## src/rtl/jnm_pkg.sv

```systemverilog
`timescale 1ns / 1ps
// Package for the JSON nesting matcher: payload words, status codes and
// character constants. No dependencies.
package jnm_pkg;

  // Field widths fixed by the interface.
  localparam int unsigned LengthBits = 20;
  localparam int unsigned NestBits   = 7;
  localparam int unsigned LimitBits  = 7;

  // Depth limit after reset.
  localparam logic [LimitBits-1:0] DepthLimitReset = 7'd64;

  // Characters the scanner reacts to.
  localparam logic [7:0] CharLBrace    = 8'h7B;
  localparam logic [7:0] CharRBrace    = 8'h7D;
  localparam logic [7:0] CharLBrack    = 8'h5B;
  localparam logic [7:0] CharRBrack    = 8'h5D;
  localparam logic [7:0] CharQuote     = 8'h22;
  localparam logic [7:0] CharBackslash = 8'h5C;

  // Result status codes.
  typedef enum logic [2:0] {
    StIgnored  = 3'd0,
    StOpen     = 3'd1,
    StComplete = 3'd2,
    StMismatch = 3'd3,
    StUnterm   = 3'd4,
    StNotComp  = 3'd5,
    StDeep     = 3'd6
  } jnm_status_e;

  // One input word.
  typedef struct packed {
    logic [7:0] text_byte;
    logic       starts_value;
    logic       range_ends;
  } jnm_in_t;

  // One result word.
  typedef struct packed {
    jnm_status_e           status;
    logic [NestBits-1:0]   nest_level;
    logic                  inside_string;
    logic [LengthBits-1:0] value_length;
  } jnm_out_t;

endpackage

```

## src/rtl/jnm_ram.sv

```systemverilog
`timescale 1ns / 1ps
// Generic single-write, single-read RAM with registered read data.
// No dependencies; contents are not reset.
module jnm_ram #(
  parameter int unsigned WIDTH = 1,
  parameter int unsigned DEPTH = 64
) (
  input  logic                     clk_i,
  input  logic                     we_i,
  input  logic [$clog2(DEPTH)-1:0] waddr_i,
  input  logic [WIDTH-1:0]         wdata_i,
  input  logic [$clog2(DEPTH)-1:0] raddr_i,
  output logic [WIDTH-1:0]         rdata_o
);

  logic [WIDTH-1:0] mem_q [DEPTH];
  logic [WIDTH-1:0] rdata_q;

  // Write port, and a read port that returns the old data on a collision.
  always_ff @(posedge clk_i) begin
    if (we_i) begin
      mem_q[waddr_i] <= wdata_i;
    end
    rdata_q <= mem_q[raddr_i];
  end

  assign rdata_o = rdata_q;

endmodule

```

## src/rtl/jnm_scan.sv

```systemverilog
`timescale 1ns / 1ps
// Scanner state and one-byte step logic of the JSON nesting matcher.
// Depends on jnm_pkg and jnm_ram (stack entries below the top).
module jnm_scan import jnm_pkg::*; #(
  parameter int unsigned STACK_DEPTH = 64
) (
  input  logic                 clk_i,
  input  logic                 rst_ni,
  input  logic                 step_i,
  input  jnm_in_t              in_i,
  input  logic [LimitBits-1:0] depth_limit_i,
  output jnm_out_t             res_o
);

  localparam int unsigned LvlW = $clog2(STACK_DEPTH + 1);
  localparam int unsigned AddrW = $clog2(STACK_DEPTH);
  localparam int unsigned CmpW = (LvlW > LimitBits) ? LvlW : LimitBits;
  localparam logic [LvlW-1:0] LvlMax = LvlW'(STACK_DEPTH);
  localparam logic [LengthBits-1:0] LenMax = '1;

  // Control state.
  logic                  active_q, active_d;
  logic                  str_q, str_d;
  logic                  esc_q, esc_d;
  logic [LvlW-1:0]       level_q, level_d;
  logic                  top_q, top_d;
  logic [LengthBits-1:0] len_q, len_d;
  logic                  byp_q;
  logic                  byp_val_q;

  // Stack memory interface.
  logic             we;
  logic [AddrW-1:0] waddr;
  logic [AddrW-1:0] raddr;
  logic             rdata;
  logic             below;

  // Step working signals.
  logic            first;
  logic            last;
  logic [7:0]      b;
  logic            is_open;
  logic            is_close;
  logic [LvlW-1:0] level_base;
  logic            push_ok;
  logic [LvlW-1:0] lvl_out;
  logic [CmpW-1:0] lvl_ext;
  jnm_status_e     status;
  logic            in_str;
  logic            ignored;

  // Entries below the top of stack live in RAM; the top sits in top_q.
  jnm_ram #(
    .WIDTH(1),
    .DEPTH(STACK_DEPTH)
  ) u_stack (
    .clk_i  (clk_i),
    .we_i   (we),
    .waddr_i(waddr),
    .wdata_i(top_q),
    .raddr_i(raddr),
    .rdata_o(rdata)
  );

  // The entry just pushed into RAM is forwarded until the read catches up.
  assign below = byp_q ? byp_val_q : rdata;

  assign first    = in_i.starts_value;
  assign last     = in_i.range_ends;
  assign b        = in_i.text_byte;
  assign is_open  = (b == CharLBrace) || (b == CharLBrack);
  assign is_close = (b == CharRBrace) || (b == CharRBrack);

  // A push is allowed below both the configured limit and the stack size.
  assign level_base = first ? '0 : level_q;
  assign push_ok = (CmpW'(level_base) < CmpW'(depth_limit_i)) && (level_base < LvlMax);

  // Next state and result for one byte.
  always_comb begin
    active_d = active_q;
    str_d    = str_q;
    esc_d    = esc_q;
    level_d  = level_q;
    top_d    = top_q;
    len_d    = len_q;
    we       = 1'b0;
    status   = StOpen;
    lvl_out  = level_q;
    in_str   = 1'b0;
    ignored  = 1'b0;
    if (!step_i) begin
      ignored = 1'b1;
    end else if (first) begin
      // A first byte always abandons what was open and starts over.
      active_d = 1'b0;
      str_d    = 1'b0;
      esc_d    = 1'b0;
      level_d  = '0;
      len_d    = LengthBits'(1);
      lvl_out  = '0;
      if (!is_open) begin
        status = StNotComp;
      end else if (push_ok) begin
        active_d = 1'b1;
        level_d  = LvlW'(1);
        top_d    = (b == CharLBrace);
        lvl_out  = LvlW'(1);
      end else begin
        status = StDeep;
      end
    end else if (!active_q) begin
      ignored = 1'b1;
    end else begin
      if (len_q != LenMax) begin
        len_d = len_q + LengthBits'(1);
      end
      if (str_q) begin
        in_str = 1'b1;
        if (esc_q) begin
          esc_d = 1'b0;
        end else if (b == CharBackslash) begin
          esc_d = 1'b1;
        end else if (b == CharQuote) begin
          str_d = 1'b0;
        end
      end else if (b == CharQuote) begin
        in_str = 1'b1;
        str_d  = 1'b1;
      end else if (is_open) begin
        if (push_ok) begin
          we      = 1'b1;
          level_d = level_q + LvlW'(1);
          top_d   = (b == CharLBrace);
          lvl_out = level_q + LvlW'(1);
        end else begin
          status   = StDeep;
          active_d = 1'b0;
          str_d    = 1'b0;
          esc_d    = 1'b0;
          level_d  = '0;
        end
      end else if (is_close) begin
        if ((level_q == '0) || (top_q != (b == CharRBrace))) begin
          status   = StMismatch;
          active_d = 1'b0;
          str_d    = 1'b0;
          esc_d    = 1'b0;
          level_d  = '0;
        end else begin
          level_d = level_q - LvlW'(1);
          lvl_out = level_q - LvlW'(1);
          top_d   = below;
          if (level_q == LvlW'(1)) begin
            status   = StComplete;
            active_d = 1'b0;
          end
        end
      end
    end
    // Running out of text with the value still open, first byte included.
    if (step_i && active_d && last) begin
      status   = StUnterm;
      lvl_out  = level_d;
      active_d = 1'b0;
      str_d    = 1'b0;
      esc_d    = 1'b0;
      level_d  = '0;
    end
  end

  // The old top goes into RAM on a push; the entry under the next top is prefetched.
  assign waddr = AddrW'(level_q - LvlW'(1));
  assign raddr = AddrW'(level_d - LvlW'(2));

  // Result word.
  assign lvl_ext = CmpW'(lvl_out);
  always_comb begin
    if (ignored) begin
      res_o = '0;
      res_o.status = StIgnored;
    end else begin
      res_o.status        = status;
      res_o.nest_level    = lvl_ext[NestBits-1:0];
      res_o.inside_string = in_str;
      res_o.value_length  = len_d;
    end
  end

  // State registers.
  always_ff @(posedge clk_i or negedge rst_ni) begin
    if (!rst_ni) begin
      active_q <= 1'b0;
      str_q    <= 1'b0;
      esc_q    <= 1'b0;
      level_q  <= '0;
      top_q    <= 1'b0;
      len_q    <= '0;
      byp_q    <= 1'b0;
    end else begin
      if (step_i) begin
        active_q <= active_d;
        str_q    <= str_d;
        esc_q    <= esc_d;
        level_q  <= level_d;
        top_q    <= top_d;
        len_q    <= len_d;
      end
      byp_q <= we;
    end
  end

  // Forwarded copy of the entry written on a push.
  always_ff @(posedge clk_i) begin
    if (we) begin
      byp_val_q <= top_q;
    end
  end

  // An idle scanner holds no depth and no string state.
  assert property (@(posedge clk_i) disable iff (!rst_ni)
    !active_q |-> (level_q == '0) && !str_q && !esc_q)
    else $error("idle scanner holds stale state");

  // An open value always has at least one closer pending.
  assert property (@(posedge clk_i) disable iff (!rst_ni)
    active_q |-> (level_q != '0) && (level_q <= LvlMax))
    else $error("open value with bad depth");

  // An escape is only pending inside a string.
  assert property (@(posedge clk_i) disable iff (!rst_ni)
    esc_q |-> str_q)
    else $error("escape pending outside a string");

endmodule

```

## src/rtl/json_nesting_matcher_top.sv

```systemverilog
`timescale 1ns / 1ps
// A result word is valid in the cycle after its byte is accepted.
// One byte per cycle while the result register is free or being emptied;
// the stack top is a flop; the entry beneath it is prefetched from the RAM.
// Reset: control state clears and depth_limit returns to 64; the stack RAM
// is not cleared, since only entries written in the current value are read.
// Top level of the JSON nesting matcher. Depends on jnm_pkg and jnm_scan.
module json_nesting_matcher_top import jnm_pkg::*; #(
  parameter int unsigned STACK_DEPTH = 64
) (
  input  logic                 clk_i,
  input  logic                 rst_ni,
  input  logic                 in_valid_i,
  output logic                 in_ready_o,
  input  jnm_in_t              in_word_i,
  output logic                 out_valid_o,
  input  logic                 out_ready_i,
  output jnm_out_t             out_word_o,
  input  logic                 cfg_valid_i,
  output logic                 cfg_ready_o,
  input  logic [LimitBits-1:0] cfg_data_i
);

  logic                 acc;
  logic                 out_valid_q, out_valid_d;
  jnm_out_t             out_q;
  jnm_out_t             res;
  logic [LimitBits-1:0] depth_limit_q;

  // A word is taken whenever the result register is free or being emptied.
  assign in_ready_o  = !out_valid_q || out_ready_i;
  assign acc         = in_valid_i && in_ready_o;
  assign cfg_ready_o = 1'b1;

  jnm_scan #(
    .STACK_DEPTH(STACK_DEPTH)
  ) u_scan (
    .clk_i        (clk_i),
    .rst_ni       (rst_ni),
    .step_i       (acc),
    .in_i         (in_word_i),
    .depth_limit_i(depth_limit_q),
    .res_o        (res)
  );

  // Result register valid flag.
  always_comb begin
    if (acc) begin
      out_valid_d = 1'b1;
    end else if (out_ready_i) begin
      out_valid_d = 1'b0;
    end else begin
      out_valid_d = out_valid_q;
    end
  end

  // Control and configuration registers.
  always_ff @(posedge clk_i or negedge rst_ni) begin
    if (!rst_ni) begin
      out_valid_q   <= 1'b0;
      depth_limit_q <= DepthLimitReset;
    end else begin
      out_valid_q <= out_valid_d;
      if (cfg_valid_i && cfg_ready_o) begin
        depth_limit_q <= cfg_data_i;
      end
    end
  end

  // Result payload register.
  always_ff @(posedge clk_i) begin
    if (acc) begin
      out_q <= res;
    end
  end

  assign out_valid_o = out_valid_q;
  assign out_word_o  = out_q;

  // Every accepted byte yields a result word in the next cycle.
  assert property (@(posedge clk_i) disable iff (!rst_ni)
    acc |=> out_valid_o)
    else $error("accepted byte produced no result");

  // A waiting result word holds its payload until it is taken.
  assert property (@(posedge clk_i) disable iff (!rst_ni)
    out_valid_o && !out_ready_i |=> out_valid_o && $stable(out_word_o))
    else $error("result word changed while waiting");

  // An empty result register never blocks the input.
  assert property (@(posedge clk_i) disable iff (!rst_ni)
    !out_valid_o |-> in_ready_o)
    else $error("input blocked with empty result register");

endmodule
```

## config.mk

```make
export PLATFORM = sky130hd
export DESIGN_NAME = json_nesting_matcher_top
export DESIGN_NICKNAME = d
export VERILOG_FILES = /design/src/rtl/jnm_pkg.sv /design/src/rtl/jnm_ram.sv /design/src/rtl/jnm_scan.sv /design/src/rtl/json_nesting_matcher_top.sv
export SDC_FILE = /design/constraint.sdc
export NUM_CORES = 1
export LEC_CHECK = 0
export BUFFER_PORTS_ARGS = -buffer_cell sky130_fd_sc_hd__buf_2
export CORE_MARGIN = 1.5
export CORE_UTILIZATION = 50
export CTS_CLUSTER_SIZE = 40
export DETAILED_ROUTE_END_ITERATION = 10
export GPL_ROUTABILITY_DRIVEN = 0
export PLACE_DENSITY = 0.68
export SLEW_MARGIN = 15
export SYNTH_ARGS = -nofsm -noshare
export SYNTH_HDL_FRONTEND = slang
export SYNTH_HIERARCHICAL = 1
export SYNTH_SLANG_ARGS = --single-unit
```

## constraint.sdc

```tcl
create_clock -name clk_i -period 5.3 [get_ports clk_i]
set_input_delay 1.06 -clock clk_i [delete_from_list [all_inputs] [get_ports clk_i]]
set_output_delay 1.06 -clock clk_i [all_outputs]
set_load 0.1 [all_outputs]
```

==> flow_summary.yaml <==
timing:
  finalSetupViolCount: 0
  max_freq_ghz: 0.222
  hold_violations: 0
  rsz0062_at_grt: "no"
  max-slew-margin-rel_pct: 28.4
  skew_ns: 0.00979
  period_share_pct: 84.9
  min_period_ns: 4.50
  worst_slew_pin_slew_ns: 1.06
  tns_ns: 0
  report.final.slew_viol_count: 0
synth:
  ys_ff_latch: 137
  synth.distinct_cells: 83
  synthCells: 710
  postSynthAreaPerCell_um2: 10.8
  synth_edf_count: 96
  syn-cell-area_um2: 7670
  yosys.area.top_type: "edfxtp_1"
  synth_most_common_cell: "nor2_1"
  yosysWarnings: 6
  seq_area_frac_synth_pct: 50.9
  synthTopCellsByArea: "edfxtp_1, dfrtp_1, nor2_1"
  synthTopCellsByCount: "nor2_1, edfxtp_1, nand2_1"
  synth_nets: 746
  async_flop_share_pct: 29.2
  synth-main-ff-cell: "edfxtp_1"
  synth_top_area_share_pct: 37.6
drt:
  via_count: 5849
  firstDrtPassIters: 5
  drc_errors: 0
  avgRoutedWirePerCell_um: 18.6
  viasPerCell: 6.07
  wl_um: 18000
  first_iter_violations: 470
  ant_nets: 0
grt:
  grt_pass1_wl_um: 28700
  antenna_found_initial: 0
  grt_max_degree: 68
  grt_overflow: 0
  grtUsageTotal_pct: 23.0
  grt_pass1_vias: 5645
worst_setup_path:
  startpoint_type: "input pin"
  r2r_setup_slack_ns: 0.84
  critPathKind: "in -> reg"
  r2r-end: "u_scan/u_stack/rdata_o"
  worstPathArrival_ns: 4.80
  cp_max_fo: 15
  r2r_start: "u_scan/level_q[4]"
  crit_required_ns: 5.60
  end_kind: "flip-flop"
  r2r_cells: 16
power:
  powerDensity_nw_per_um2: 338
  max-vdd-ir-drop_uv: 262
  p_leak_nw: 3.24
clocking:
  cts_tree: "yes"
  cts_root_buf: "clkbuf_16"
  post-cts-setup-buffer-count: 0
  clock_sinks: 137
  htreeDepth: 4
  cts_resized: 0
  clk_pin_slew_ns: 0.07
  cts_max_path_buffers: 2
  hold_buffers: 0
  cts_buffers: 17
  clkLatencyLatePin_ns: 0.42
cells_and_area:
  drive_gt1_share_pct: 18.6
  antenna_cells: 0
  multi_input_area_um2: 3480
  postLayoutCoreUtil_pct: 57.5
  seqCellArea_um2: 3910
  areaGrowthSynthToFinish_pct: 13.1
  nFillCells: 1273
  nets: 799
flow_run:
  maxCapViolCount: 0
worst_hold_path:
  worstHoldPathType: "reg -> reg"
  min_path_cells: 1
  holdPathEnd: "depth_limit_q[2]"
  hold_start: "depth_limit_q[2]"
placement:
  numPortBuffers: 54
  place_hpwl_um: 12600
floorplan:
  start_util_pct: 50.9
  fp.dieW_um: 127
  num_rows: 45
  die_h_um: 127
  pin_count: 56
  die-area_um2: 16100
  fp.coreArea_um2: 15100
status:
  status: "finished, final reports clean"
worst max-delay path, stage by stage:
cell	delay [ns]
buf_2	0.18
nor2b_4	0.06
ha_1	0.32
a21o_1	0.20
a311o_1	0.39
nor2_1	0.29
ha_1	0.22
o21ai_0	0.09
a31oi_1	0.20
o21ai_0	0.14
nor2_1	0.12
buf_4	0.30
mux4_1	0.62
a22oi_1	0.23
a31oi_1	0.14
a21oi_1	0.14
a21oi_1	0.08
worst max-delay path by stage:
stage,from,to,slack (ns),depth (start not counted)
floorplan,out_ready_i,u_scan/u_stack/rdata_o,0.06,17
finish,in_word_i[1],u_scan/u_stack/rdata_o,0.80,17
detailed placement,in_word_i[1],u_scan/u_stack/rdata_o,0.44,17
global placement,in_word_i[9],u_scan/u_stack/rdata_o,0.52,17
CTS,in_word_i[1],u_scan/u_stack/rdata_o,0.80,17
global route,in_word_i[1],u_scan/u_stack/rdata_o,0.49,17
metrics by stage:
| stage | hold WS (ns) | instances | area (µm²) | total power (W) | setup slack (ns) |
|---|---|---|---|---|---|
| final | 0.522 | 964 | 8680 | 0.00293 | 0.800 |
| after global routing | 0.540 | 964 | 8680 | 0.00305 | 0.485 |
| after CTS | 0.526 | 964 | 8680 | 0.00294 | 0.797 |
| after detailed placement | 0.511 | 932 | 8100 | 0.00179 | 0.441 |
| after global placement | 0.496 | 932 | 8100 | 0.00177 | 0.523 |
| after floorplan | 0.482 | 710 | 7680 | 0.00168 | 0.0598 |
routing by layer:
layer  wire [µm]  GRT usage, %
met2        8510          38.1
met4         602          9.89
met3        1150          4.85
met1        7710          29.3
met5           0             0
cells in the final DEF (no fill, tap or decap), types with 13 or more instances in the layout:
cell type and count:
a21oi_1 27, buf_2 54, buf_4 19, clkbuf_16 17, dfrtp_1 39, edfxtp_1 96
ha_1 14, inv_1 18, mux2i_1 18, nand2_1 45, nand3_1 25, nor2_1 136
nor3_1 22, o21ai_0 21, o2bb2ai_1 16, xnor2_1 13
cell families after synthesis:
| kind of cell | count (synthesis) | synth area share [%] |
|---|---|---|
| fa+ha+maj | 14 | 2.28 |
| mux | 41 | 8.66 |
| flops | 137 | 50.9 |
| xor+xnor | 25 | 2.85 |
| simple gates | 304 | 19.2 |
| other cells | 1 | 0.0489 |
| buf+inv | 58 | 3.85 |
| compound gates | 130 | 12.2 |
final cells by class:
cell class | count | area share [%]
Clock buffer | 17 | 4.90
Multi-Input combinational cell | 515 | 40.0
Inverter | 19 | 0.822
Tap cell | 188 | 2.71
Clock inverter | 15 | 1.77
Sequential cell | 137 | 45.0
Timing Repair Buffer | 73 | 4.76
power breakdown:
part | leakage [nW] | internal, W | switching, W
combinational | 1.48 | 0.000172 | 0.000359
clock | 0.288 | 0.000664 | 0.000496
sequential | 1.48 | 0.00119 | 0.0000534
total | 3.24 | 0.00202 | 0.000908
state kept, by name (all words and copies together) (netlist names):
name and flops:
u_scan/len_q 20, u_scan/esc_q 1, u_scan/str_q 1, u_scan/byp_val_q 1
u_scan/level_q 7, out_word_o 31, u_scan/active_q 1, u_scan/u_stack/rdata_o 1
u_scan/byp_q 1, out_valid_o 1, u_scan/top_q 1, depth_limit_q 7
u_scan/u_stack/mem_q 64
(Power assumes the default switching activity.)
